==> config.mk <==
export PLATFORM = sky130hd
export DESIGN_NAME = rplm_queue
export DESIGN_NICKNAME = d
export VERILOG_FILES = /design/src/sv/rplm_queue.sv
export SDC_FILE = /design/constraint.sdc
export NUM_CORES = 1
export LEC_CHECK = 0
export BUFFER_PORTS_ARGS = -buffer_cell sky130_fd_sc_hd__buf_2
export CAP_MARGIN = 20
export CORE_AREA = 2 2 39 41
export CTS_CLUSTER_DIAMETER = 60
export DETAILED_ROUTE_END_ITERATION = 10
export DIE_AREA = 0 0 41 43
export SLEW_MARGIN = 20
export SYNTH_ARGS = -nofsm -noshare
export SYNTH_HDL_FRONTEND = slang
export SYNTH_SLANG_ARGS = --single-unit
==> constraint.sdc <==
create_clock -name clk -period 1.2 [get_ports clk]
set_clock_uncertainty 0.05 [all_clocks]
set_input_delay 0.06 -clock clk [delete_from_list [all_inputs] [get_ports clk]]
set_output_delay 0.06 -clock clk [all_outputs]
set_load 0.05 [all_outputs]
==> src/sv/rplm_queue.sv <==
module rplm_queue #(
    parameter type T     = logic,
    parameter int  DEPTH = 2
) (
    input  logic clk,
    input  logic rst_n,
    input  logic push,
    output logic full,
    input  T     din,
    input  logic pop,
    output logic empty,
    output T     dout
);

    localparam int PW = (DEPTH > 1) ? $clog2(DEPTH) : 1;
    localparam int CW = $clog2(DEPTH + 1);

    T               slot_reg [DEPTH];
    logic [PW-1:0]  wr_ptr_reg, wr_ptr_next;
    logic [PW-1:0]  rd_ptr_reg, rd_ptr_next;
    logic [CW-1:0]  cnt_reg, cnt_next;
    logic           do_push, do_pop;

    assign full    = (cnt_reg == CW'(DEPTH));
    assign empty   = (cnt_reg == '0);
    assign do_push = push && !full;
    assign do_pop  = pop && !empty;
    assign dout    = slot_reg[rd_ptr_reg];

    always_comb
    begin
        wr_ptr_next = wr_ptr_reg;
        rd_ptr_next = rd_ptr_reg;
        cnt_next    = cnt_reg;
        if (do_push)
        begin
            wr_ptr_next = (wr_ptr_reg == PW'(DEPTH - 1)) ? '0 : wr_ptr_reg + 1'b1;
        end
        if (do_pop)
        begin
            rd_ptr_next = (rd_ptr_reg == PW'(DEPTH - 1)) ? '0 : rd_ptr_reg + 1'b1;
        end
        case ({do_push, do_pop})
            2'b10:   cnt_next = cnt_reg + 1'b1;
            2'b01:   cnt_next = cnt_reg - 1'b1;
            default: cnt_next = cnt_reg;
        endcase
    end

    always_ff @(posedge clk or negedge rst_n)
    begin
        if (!rst_n)
        begin
            wr_ptr_reg <= '0;
            rd_ptr_reg <= '0;
            cnt_reg    <= '0;
        end
        else
        begin
            wr_ptr_reg <= wr_ptr_next;
            rd_ptr_reg <= rd_ptr_next;
            cnt_reg    <= cnt_next;
        end
    end

    always_ff @(posedge clk)
    begin
        if (do_push)
        begin
            slot_reg[wr_ptr_reg] <= din;
        end
    end

endmodule

==> results.sh, run 1 <==
export IMPL_place_area_um2=393
export IMPL_report_final_slew_viol_count=0
export IMPL_worstSkewPairLatency_ns=0.25
export IMPL_grt_pass1_wl_um=1170
export IMPL_final_nets=50
export IMPL_fin_crit_ns=1.35
export IMPL_antenna_cells=0
export IMPL_syn_area_per_cell_um2=12.8
export IMPL_syn_inst=21
export IMPL_root_buffer="clkbuf_4"
export IMPL_port_buffers=7
export IMPL_synth_seq_cells=6
export IMPL_core_area_um2=1380
export IMPL_fill_cells=143
export IMPL_cp_start_kind="flip-flop"
export IMPL_setup_tns_ns=-0.346
export IMPL_reg2reg_depth=6
export IMPL_cts_made_buffers=3
export IMPL_drt_wl_total_um=626
export IMPL_fmax_mhz=740
export IMPL_rsz0062_at_grt="yes"
export IMPL_p_switching_w=0.000627
export IMPL_criticalPathCategory="flip-flop to output pin"
export IMPL_critical_path_endpoint="full"
export IMPL_r2r_slack_ns=-0.11
export IMPL_failed_checks="setup timing"
export IMPL_die_area_um2=1760
export IMPL_drcViolationCount=0
export IMPL_stdcell_area_um2=526
export IMPL_clk_pin_slew_worst_paths_ns=0.05
export IMPL_power_frac_comb_pct=61.2
export IMPL_final_hold_viol_count=0
export IMPL_die_w_um=41
export IMPL_ys_types=12
export IMPL_clock_power_share_pct=13.0
export IMPL_syn_num_nets=27
export IMPL_yosysWarnings=0
export IMPL_fin_total_pwr_w=0.00159
export IMPL_ant_nets=0
export IMPL_worst_pin_slew_ns=0.213
export IMPL_p_seq_share_pct=25.8
export IMPL_crit_arrival_ns=1.24
export IMPL_track_usage_pct=10.9
export IMPL_relSlewSlack_pct=85.8
export IMPL_dr_pass1_iters=2
export IMPL_io_pins=8
export IMPL_grt_pass1_vias=261
export IMPL_crit_path_end_kind="output pin"
export IMPL_sw_frac_of_total_pct=39.4
export IMPL_min_delay_path_class="primary input to asynchronous set/reset pin"
export IMPL_area_delta_synth_final_pct=96.3
export IMPL_row_count=14
export IMPL_layout_drive_gt1_share_pct=67.4
export IMPL_ys_seq_area_share_pct=59.8
export IMPL_viasPerCell=3.76
export IMPL_antenna_found_initial=0
export IMPL_met3_usage_pct=6.28
export IMPL_peakVddDrop_uv=1290
export IMPL_clockBufferDepth=2
export IMPL_pre_cts_slack_ns=-0.148
export IMPL_die_h_um=43
export IMPL_place_hpwl_um=421
export IMPL_r2r_end="cnt_reg[1]"
export IMPL_worstPathMaxFanout=4
export IMPL_synth_area_um2=268
export IMPL_startpoint="cnt_reg[0]"
export IMPL_start_util_pct=19.3
export IMPL_p_leak_nw=0.243
export IMPL_clkSinkCount=6
export IMPL_rr_startpoint="cnt_reg[1]"
export IMPL_htree_levels=1
export IMPL_globalplace_congestion=0.654
export IMPL_power_internal_w=0.000964
export IMPL_cts_tree="built"
export IMPL_period_share_pct=113
export IMPL_via_count=222
export IMPL_setup_violations_final=4
export IMPL_power_density_nw_per_um2=3030
export IMPL_use_met2_pct=14.4
export IMPL_drtIter0Drc=2
export IMPL_status="finished, violations left"
export IMPL_grt_busiest_layer="met2"
export IMPL_grt_max_degree=5
export IMPL_grt_overflow=0
export IMPL_required_ns=1.09
export IMPL_drv_cap=0
export IMPL_met1_usage_pct=13.6
export IMPL_wl_per_cell_um=10.6
export IMPL_layout_setup_ws_ns=-0.152
-- cells in the mapped netlist --
cell type | instances | share of area, %
and3_1 | 1 | 2.3
nand2_1 | 1 | 1.4
dfrtp_1 | 4 | 37
edfxtp_1 | 2 | 22
ha_1 | 1 | 4.7
xnor2_1 | 3 | 9.8
mux2_2 | 1 | 4.2
nor2_1 | 3 | 4.2
nor2b_2 | 1 | 3.3
nand2b_1 | 1 | 2.3
inv_1 | 1 | 1.4
xor2_1 | 2 | 6.5
-- layout make-up --
class	instances	area, um^2	area share, %
clock buffers	4	26.3	5.00
inverters	1	6.26	1.19
multi-input cells	14	168	31.9
flip-flops and latches	6	160	30.5
well taps	16	20.0	3.81
repair buffers	18	145	27.6
-- cells in the final DEF, fill, tap and decap left out, types with 2 or more instances in the layout --
| cell | Yosys | layout |
|---|---|---|
| buf_4 | 0 | 8 |
| clkbuf_4 | 0 | 4 |
| dfrtp_1 | 4 | 4 |
| buf_2 | 0 | 4 |
| nor2_4 | 0 | 2 |
| xnor2_1 | 3 | 2 |
| xor2_1 | 2 | 2 |
| dlygate4sd3_1 | 0 | 2 |
| buf_6 | 0 | 2 |
| edfxtp_1 | 2 | 2 |
-- kinds of logic (layout without fill, tap and decap cells) --
logic type / after synthesis / count (layout) / synth area share, %
XOR/XNOR: 5 / 5 / 16.4
adder cells (fa/ha/maj): 1 / 1 / 4.67
buffers and inverters: 1 / 23 / 1.40
flip-flops: 6 / 6 / 59.8
multiplexers: 1 / 1 / 4.21
AND/OR/NAND/NOR: 7 / 7 / 13.6
-- stage by stage --
step / hold WS (ns) / utilization (%) / std cells
6_report: 0.0892 / 38.0 / 59
5_1_grt: 0.101 / 38.0 / 59
4_1_cts: 0.0891 / 35.0 / 56
3_5_place_dp: -0.179 / 28.4 / 50
3_3_place_gp: -0.178 / 28.4 / 50
2_1_floorplan: -0.286 / - / 21
-- critical path, cell delays in order (launching register included) --
cell,delay [ns]
dfrtp_1,0.42
nand2b_4,0.17
buf_4,0.13
buf_6,0.11
inv_4,0.04
buf_8,0.13
-- worst min-delay path by stage --
stage | endpoint | depth (start not counted) | startpoint | slack (ns)
final | wr_ptr_reg | 2 | rst_n | 0.09
after global routing | wr_ptr_reg | 2 | rst_n | 0.10
after CTS | wr_ptr_reg | 2 | rst_n | 0.09
after detailed placement | wr_ptr_reg | 1 | rst_n | -0.18
after global placement | rd_ptr_reg | 1 | rst_n | -0.18
after floorplan | cnt_reg[0] | 0 | rst_n | -0.29
-- routing by layer --
metal | vias to the layer above | part of all wire, % | wire (um)
met2 | 7 | 52 | 324
li1 | 112 | - | -
met4 | 0 | 0 | 0
met3 | 0 | 5.8 | 36
met1 | 103 | 42 | 266
met5 | - | 0 | 0
-- power groups by stage --
stage               Combinational, W  Clock (W)  Sequential [W]
detailed placement          0.000696          0        0.000392
global route                 0.00107   0.000224        0.000424
global placement            0.000684          0        0.000388
floorplan                   0.000465          0        0.000384
CTS                         0.000856   0.000219        0.000406
finish                      0.000974   0.000207        0.000411
-- what timing repair did --
action,CTS,global route
setup endpoints to repair,6,7
buffers inserted,0,3
hold buffers,2,0
pin swaps,4,0
gates cloned,0,0
resized for setup,12,5
hold endpoints to repair,6,0
No activity file was read; power rests on OpenSTA's default activity.
==> run 2: changes to the inputs <==
--- a/config.mk
+++ b/config.mk
@@ -11,7 +11,7 @@
 export CTS_CLUSTER_DIAMETER = 60
 export DETAILED_ROUTE_END_ITERATION = 10
 export DIE_AREA = 0 0 41 43
-export SLEW_MARGIN = 20
+export GPL_TIMING_DRIVEN = 0
 export SYNTH_ARGS = -nofsm -noshare
 export SYNTH_HDL_FRONTEND = slang
 export SYNTH_SLANG_ARGS = --single-unit
==> run 2 against run 1 <==
The run still ends with setup timing left. Worst hold slack got worse by 0.0099 ns. Utilization decreased by 4.4 points. Non-clock buffer count decreased by 6. Sequential power decreased by 3%. Combinational power decreased by 18%. Power decreased by 12%. Count of clock-buffer cells in the layout unchanged. Die area unchanged. Critical path depth increased by 1. Global-route usage decreased by 3.1 points. Fmax increased by 4.9%. Critical endpoint is now cnt_reg[1]. Largest cell class is now registers.
==> results.sh, run 2 (synthesis results as in run 1) <==
export IMPL_failed_checks="setup timing"
export IMPL_criticalPathCategory="flip-flop to flip-flop"
export IMPL_cp_start_kind="flip-flop"
export IMPL_root_buffer="clkbuf_4"
export IMPL_start_util_pct=19.3
export IMPL_report_final_slew_viol_count=0
export IMPL_viasPerCell=3.74
export IMPL_p_seq_share_pct=28.6
export IMPL_ant_nets=0
export IMPL_final_nets=44
export IMPL_clk_pin_slew_worst_paths_ns=0.05
export IMPL_critPathMaxStageDelay_ns=0.42
export IMPL_die_w_um=41
export IMPL_antenna_found_initial=0
export IMPL_p_switching_w=0.000564
export IMPL_layout_drive_gt1_share_pct=62.2
export IMPL_crit_path_end_kind="flip-flop"
export IMPL_track_usage_pct=7.89
export IMPL_sw_frac_of_total_pct=40.4
export IMPL_clockBufferDepth=2
export IMPL_htree_levels=1
export IMPL_drcViolationCount=0
export IMPL_layout_setup_ws_ns=-0.0884
export IMPL_die_area_um2=1760
export IMPL_power_internal_w=0.000832
export IMPL_critPathSlowestCell="dfrtp_2"
export IMPL_worstSkewPairLatency_ns=0.24
export IMPL_crit_arrival_ns=1.37
export IMPL_power_density_nw_per_um2=3010
export IMPL_clock_power_share_pct=14.5
export IMPL_stdcell_area_um2=464
export IMPL_antenna_cells=0
export IMPL_grt_overflow=0
export IMPL_min_delay_path_class="primary input to flip-flop"
export IMPL_relSlewSlack_pct=83.4
export IMPL_grt_max_degree=5
export IMPL_fmax_mhz=776
export IMPL_wl_per_cell_um=9.40
export IMPL_final_hold_viol_count=0
export IMPL_rsz0062_at_grt="yes"
export IMPL_port_buffers=7
export IMPL_fill_cells=143
export IMPL_status="finished, violations left"
export IMPL_path_buf_inv=0
export IMPL_peakVddDrop_uv=1200
export IMPL_required_ns=1.28
export IMPL_drt_wl_total_um=498
export IMPL_clkSinkCount=6
export IMPL_worstPathMaxFanout=3
export IMPL_row_count=14
export IMPL_grt_pass1_vias=218
export IMPL_fin_crit_ns=1.29
export IMPL_globalplace_congestion=0.615
export IMPL_path_delay_family="flip-flops"
export IMPL_final_common_cell="buf_2"
export IMPL_grt_pass1_wl_um=841
export IMPL_worst_pin_slew_ns=0.251
export IMPL_cts_tree="built"
export IMPL_io_pins=8
export IMPL_power_frac_comb_pct=56.9
export IMPL_setup_violations_final=2
export IMPL_dr_pass1_iters=2
export IMPL_final_cell_mix="buf_2 (5), clkbuf_4 (3), buf_4 (3)"
export IMPL_drv_cap=0
export IMPL_core_area_um2=1380
export IMPL_die_h_um=43
export IMPL_place_area_um2=348
export IMPL_period_share_pct=107
export IMPL_cts_made_buffers=3
export IMPL_area_delta_synth_final_pct=73.4
export IMPL_place_hpwl_um=348
export IMPL_drtIter0Drc=3
export IMPL_path_cells="nand2b_4 > nand2_4 > ha_4 > xnor2_2 > nor2_2 > xor2_1"
export IMPL_via_count=198
export IMPL_utilization_pct=33.5
export IMPL_p_leak_nw=0.214
export IMPL_fin_total_pwr_w=0.00140
## run 2: worst reg2reg max path, cell delays in order (launching register included)
cell and delay (ns):
dfrtp_2 0.42, nand2b_4 0.17, nand2_4 0.08, ha_4 0.14
xnor2_2 0.11, nor2_2 0.05, xor2_1 0.15
## run 2: worst paths after layout
| kind | to | cells after the start | slack (ns) | startpoint |
|---|---|---|---|---|
| worst max-delay path | cnt_reg[1] | 6 | -0.09 | cnt_reg[0] |
| worst min-delay path | wr_ptr_reg | 3 | 0.08 | push |
| worst max register to register | cnt_reg[1] | 6 | -0.09 | cnt_reg[0] |
| worst min register to register | wr_ptr_reg | 1 | 0.44 | wr_ptr_reg |
| max in group asynchronous | cnt_reg[1] | 2 | 0.87 | rst_n |
| min in group asynchronous | wr_ptr_reg | 2 | 0.10 | rst_n |
## run 2: power by group through the flow
| stage | Sequential [W] | Combinational, W | Clock [W] |
|---|---|---|---|
| floorplan | 0.000384 | 0.000465 | 0 |
| global placement | 0.000400 | 0.000540 | 0 |
| detailed placement | 0.000402 | 0.000547 | 0 |
| CTS | 0.000403 | 0.000796 | 0.000218 |
| global route | 0.000411 | 0.000856 | 0.000222 |
| finish | 0.000399 | 0.000794 | 0.000202 |
## run 2: metrics by stage
stage                     hold slack [ns]  TNS (ns)  setup slack [ns]  std cells
after floorplan                    -0.286    -0.459            -0.303         21
after global placement             -0.177    -0.475            -0.290         44
after detailed placement           -0.176    -0.476            -0.287         44
after CTS                          0.0629    -0.112           -0.0745         53
after global routing               0.0814    -0.258            -0.171         53
final                              0.0793   -0.0937           -0.0884         53
## run 2: timing repair
action,in CTS,in global routing
hold buffers,2,0
hold endpoints to repair,6,0
setup endpoints to repair,6,4
pin swaps,2,1
buffers inserted,3,0
resized for setup,13,0
## run 2: cell type report
type / instances / area, um^2 / area share, %
Sequential cell: 6 / 163 / 35.0
Inverter: 1 / 3.75 / 0.809
Timing Repair Buffer: 12 / 93.8 / 20.2
Multi-Input combinational cell: 14 / 158 / 34.0
Clock buffer: 4 / 26.3 / 5.66
Tap cell: 16 / 20.0 / 4.31
## run 2: metal layers
layer / wire (um) / GRT usage, % / vias up / part of all wire [%]
li1: - / - / 99 / -
met1: 211 / 7.89 / 92 / 42
met4: 0 / 8.00 / 0 / 0
met5: 0 / 0 / - / 0
met2: 237 / 10.0 / 7 / 48
met3: 50 / 5.24 / 0 / 10
==> run 3: changes to the inputs <==
--- a/config.mk
+++ b/config.mk
@@ -5,13 +5,14 @@
 export SDC_FILE = /design/constraint.sdc
 export NUM_CORES = 1
 export LEC_CHECK = 0
-export BUFFER_PORTS_ARGS = -buffer_cell sky130_fd_sc_hd__buf_2
 export CAP_MARGIN = 20
 export CORE_AREA = 2 2 39 41
 export CTS_CLUSTER_DIAMETER = 60
 export DETAILED_ROUTE_END_ITERATION = 10
 export DIE_AREA = 0 0 41 43
+export DONT_BUFFER_PORTS = 1
 export GPL_TIMING_DRIVEN = 0
+export SLEW_MARGIN = 10
 export SYNTH_ARGS = -nofsm -noshare
 export SYNTH_HDL_FRONTEND = slang
 export SYNTH_SLANG_ARGS = --single-unit
==> run 3 against run 2 <==
The run still ends with setup timing left. Flip-flop and latch count unchanged. Sequential share of layout area up 3.2 points. Via count decreased by 7.1%. Critical path type unchanged.
==> results.sh, run 3 (synthesis results as in run 1) <==
export IMPL_status="finished, violations left"
export IMPL_failed_checks="setup timing"
export IMPL_dr_pass1_iters=2
export IMPL_clock_power_share_pct=15.8
export IMPL_grt_pass1_vias=218
export IMPL_io_pins=8
export IMPL_grt_overflow=0
export IMPL_rsz0062_at_grt="yes"
export IMPL_required_ns=1.27
export IMPL_hold_depth=1
export IMPL_htree_levels=1
export IMPL_min_delay_path_class="primary input to flip-flop"
export IMPL_min_to="slot_reg[1]"
export IMPL_viasPerCell=3.83
export IMPL_r2r_end="cnt_reg[1]"
export IMPL_drcViolationCount=0
export IMPL_grt_pass1_wl_um=834
export IMPL_clkSinkCount=6
export IMPL_ant_nets=0
export IMPL_wl_per_cell_um=11.5
export IMPL_layout_setup_ws_ns=-0.349
export IMPL_fmax_mhz=645
export IMPL_clk_pin_slew_worst_paths_ns=0.05
export IMPL_die_w_um=41
export IMPL_sw_frac_of_total_pct=42.4
export IMPL_globalplace_congestion=0.657
export IMPL_power_internal_w=0.000739
export IMPL_final_hold_viol_count=0
export IMPL_worstSkewPairLatency_ns=0.24
export IMPL_antenna_cells=0
export IMPL_row_count=14
export IMPL_start_util_pct=19.3
export IMPL_crit_path_end_kind="flip-flop"
export IMPL_criticalPathCategory="flip-flop to flip-flop"
export IMPL_p_seq_share_pct=30.6
export IMPL_grt_max_degree=5
export IMPL_place_hpwl_um=370
export IMPL_die_h_um=43
export IMPL_crit_arrival_ns=1.62
export IMPL_worst_pin_slew_ns=0.379
export IMPL_antenna_found_initial=0
export IMPL_min_delay_start="push"
export IMPL_via_count=184
export IMPL_final_cell_mix="clkbuf_4 (3), dfrtp_1 (3), dlygate4sd3_1 (3), buf_4 (3)"
export IMPL_final_nets=39
export IMPL_p_switching_w=0.000545
export IMPL_setup_violations_final=5
export IMPL_relSlewSlack_pct=74.7
export IMPL_drv_cap=0
export IMPL_r2r_slack_ns=-0.35
export IMPL_p_leak_nw=0.175
export IMPL_drt_wl_total_um=554
export IMPL_pre_cts_slack_ns=-0.403
export IMPL_layout_drive_gt1_share_pct=46.9
export IMPL_root_buffer="clkbuf_4"
export IMPL_cp_start_kind="flip-flop"
export IMPL_core_area_um2=1380
export IMPL_worstPathMaxFanout=3
export IMPL_rr_startpoint="cnt_reg[1]"
export IMPL_cts_made_buffers=3
export IMPL_power_density_nw_per_um2=3040
export IMPL_port_buffers=0
export IMPL_track_usage_pct=7.87
export IMPL_area_delta_synth_final_pct=57.5
export IMPL_reg2reg_depth=6
export IMPL_utilization_pct=30.5
export IMPL_period_share_pct=129
export IMPL_die_area_um2=1760
export IMPL_clockBufferDepth=2
export IMPL_power_frac_comb_pct=53.6
export IMPL_holdWs_ns=0.0261
export IMPL_cts_tree="built"
export IMPL_fin_crit_ns=1.55
export IMPL_peakVddDrop_uv=731
export IMPL_report_final_slew_viol_count=0
export IMPL_drtIter0Drc=3
-- run 3: cell count changes in the layout (fill, tap and decap cells not counted), sizes merged --
cell,previous run,this run
buf,10,4
clkinvlp,0,1
dlygate4sd3,2,3
inv,1,0
-- run 3: worst max path at each step --
stage | cells past startpoint | start | to | slack (ns)
global route | 6 | cnt_reg[1] | cnt_reg[1] | -0.37
floorplan | 6 | cnt_reg[0] | cnt_reg[1] | -0.30
CTS | 6 | cnt_reg[1] | cnt_reg[1] | -0.35
finish | 6 | cnt_reg[1] | cnt_reg[1] | -0.35
detailed placement | 6 | cnt_reg[0] | cnt_reg[1] | -0.40
global placement | 6 | cnt_reg[0] | cnt_reg[1] | -0.35
-- run 3: routing by layer --
layer	vias to the layer above	global-route usage (%)	part of all wire (%)
li1	90	-	-
met1	87	8.17	39
met2	7	9.69	52
met3	0	5.24	9.6
met4	0	8.00	0
met5	-	0	0
-- run 3: critical path, stage by stage (launching register included) --
cell,delay (ns)
dfrtp_1,0.41
nor2_4,0.35
nor2b_4,0.09
ha_4,0.17
xnor2_1,0.15
nor2_1,0.07
xor2_1,0.14
-- run 3: repair_timing --
item / CTS / global route
setup buffers: 3 / 1
hold buffers: 3 / 0
pin swaps: 2 / 1
endpoints found under the setup margin: 6 / 6
endpoints found under the hold margin: 7 / 0
gates resized for setup: 4 / 2
-- run 3: metrics by stage --
stage / instances / TNS (ns) / area [um^2] / total power (W)
6_report: 48 / -0.800 / 422 / 0.00128
3_3_place_gp: 37 / -0.546 / 313 / 0.000881
3_5_place_dp: 37 / -0.691 / 313 / 0.000909
5_1_grt: 48 / -0.997 / 422 / 0.00135
4_1_cts: 47 / -0.696 / 403 / 0.00123
2_1_floorplan: 21 / -0.459 / 293 / 0.000849
-- run 3: area by class of cell --
class	count	area (um^2)
Clock buffer	4	26.3
Fill cell	147	962
Inverter	1	7.51
Multi-Input combinational cell	14	143
Sequential cell	6	161
Tap cell	16	20.0
Timing Repair Buffer	7	63.8
-- run 3: power by group through the flow --
stage | combinational, W | clock, W | sequential, W
after floorplan | 0.000465 | 0 | 0.000384
after global placement | 0.000488 | 0 | 0.000393
after detailed placement | 0.000506 | 0 | 0.000403
after CTS | 0.000630 | 0.000212 | 0.000391
after global routing | 0.000726 | 0.000227 | 0.000402
final | 0.000687 | 0.000203 | 0.000393
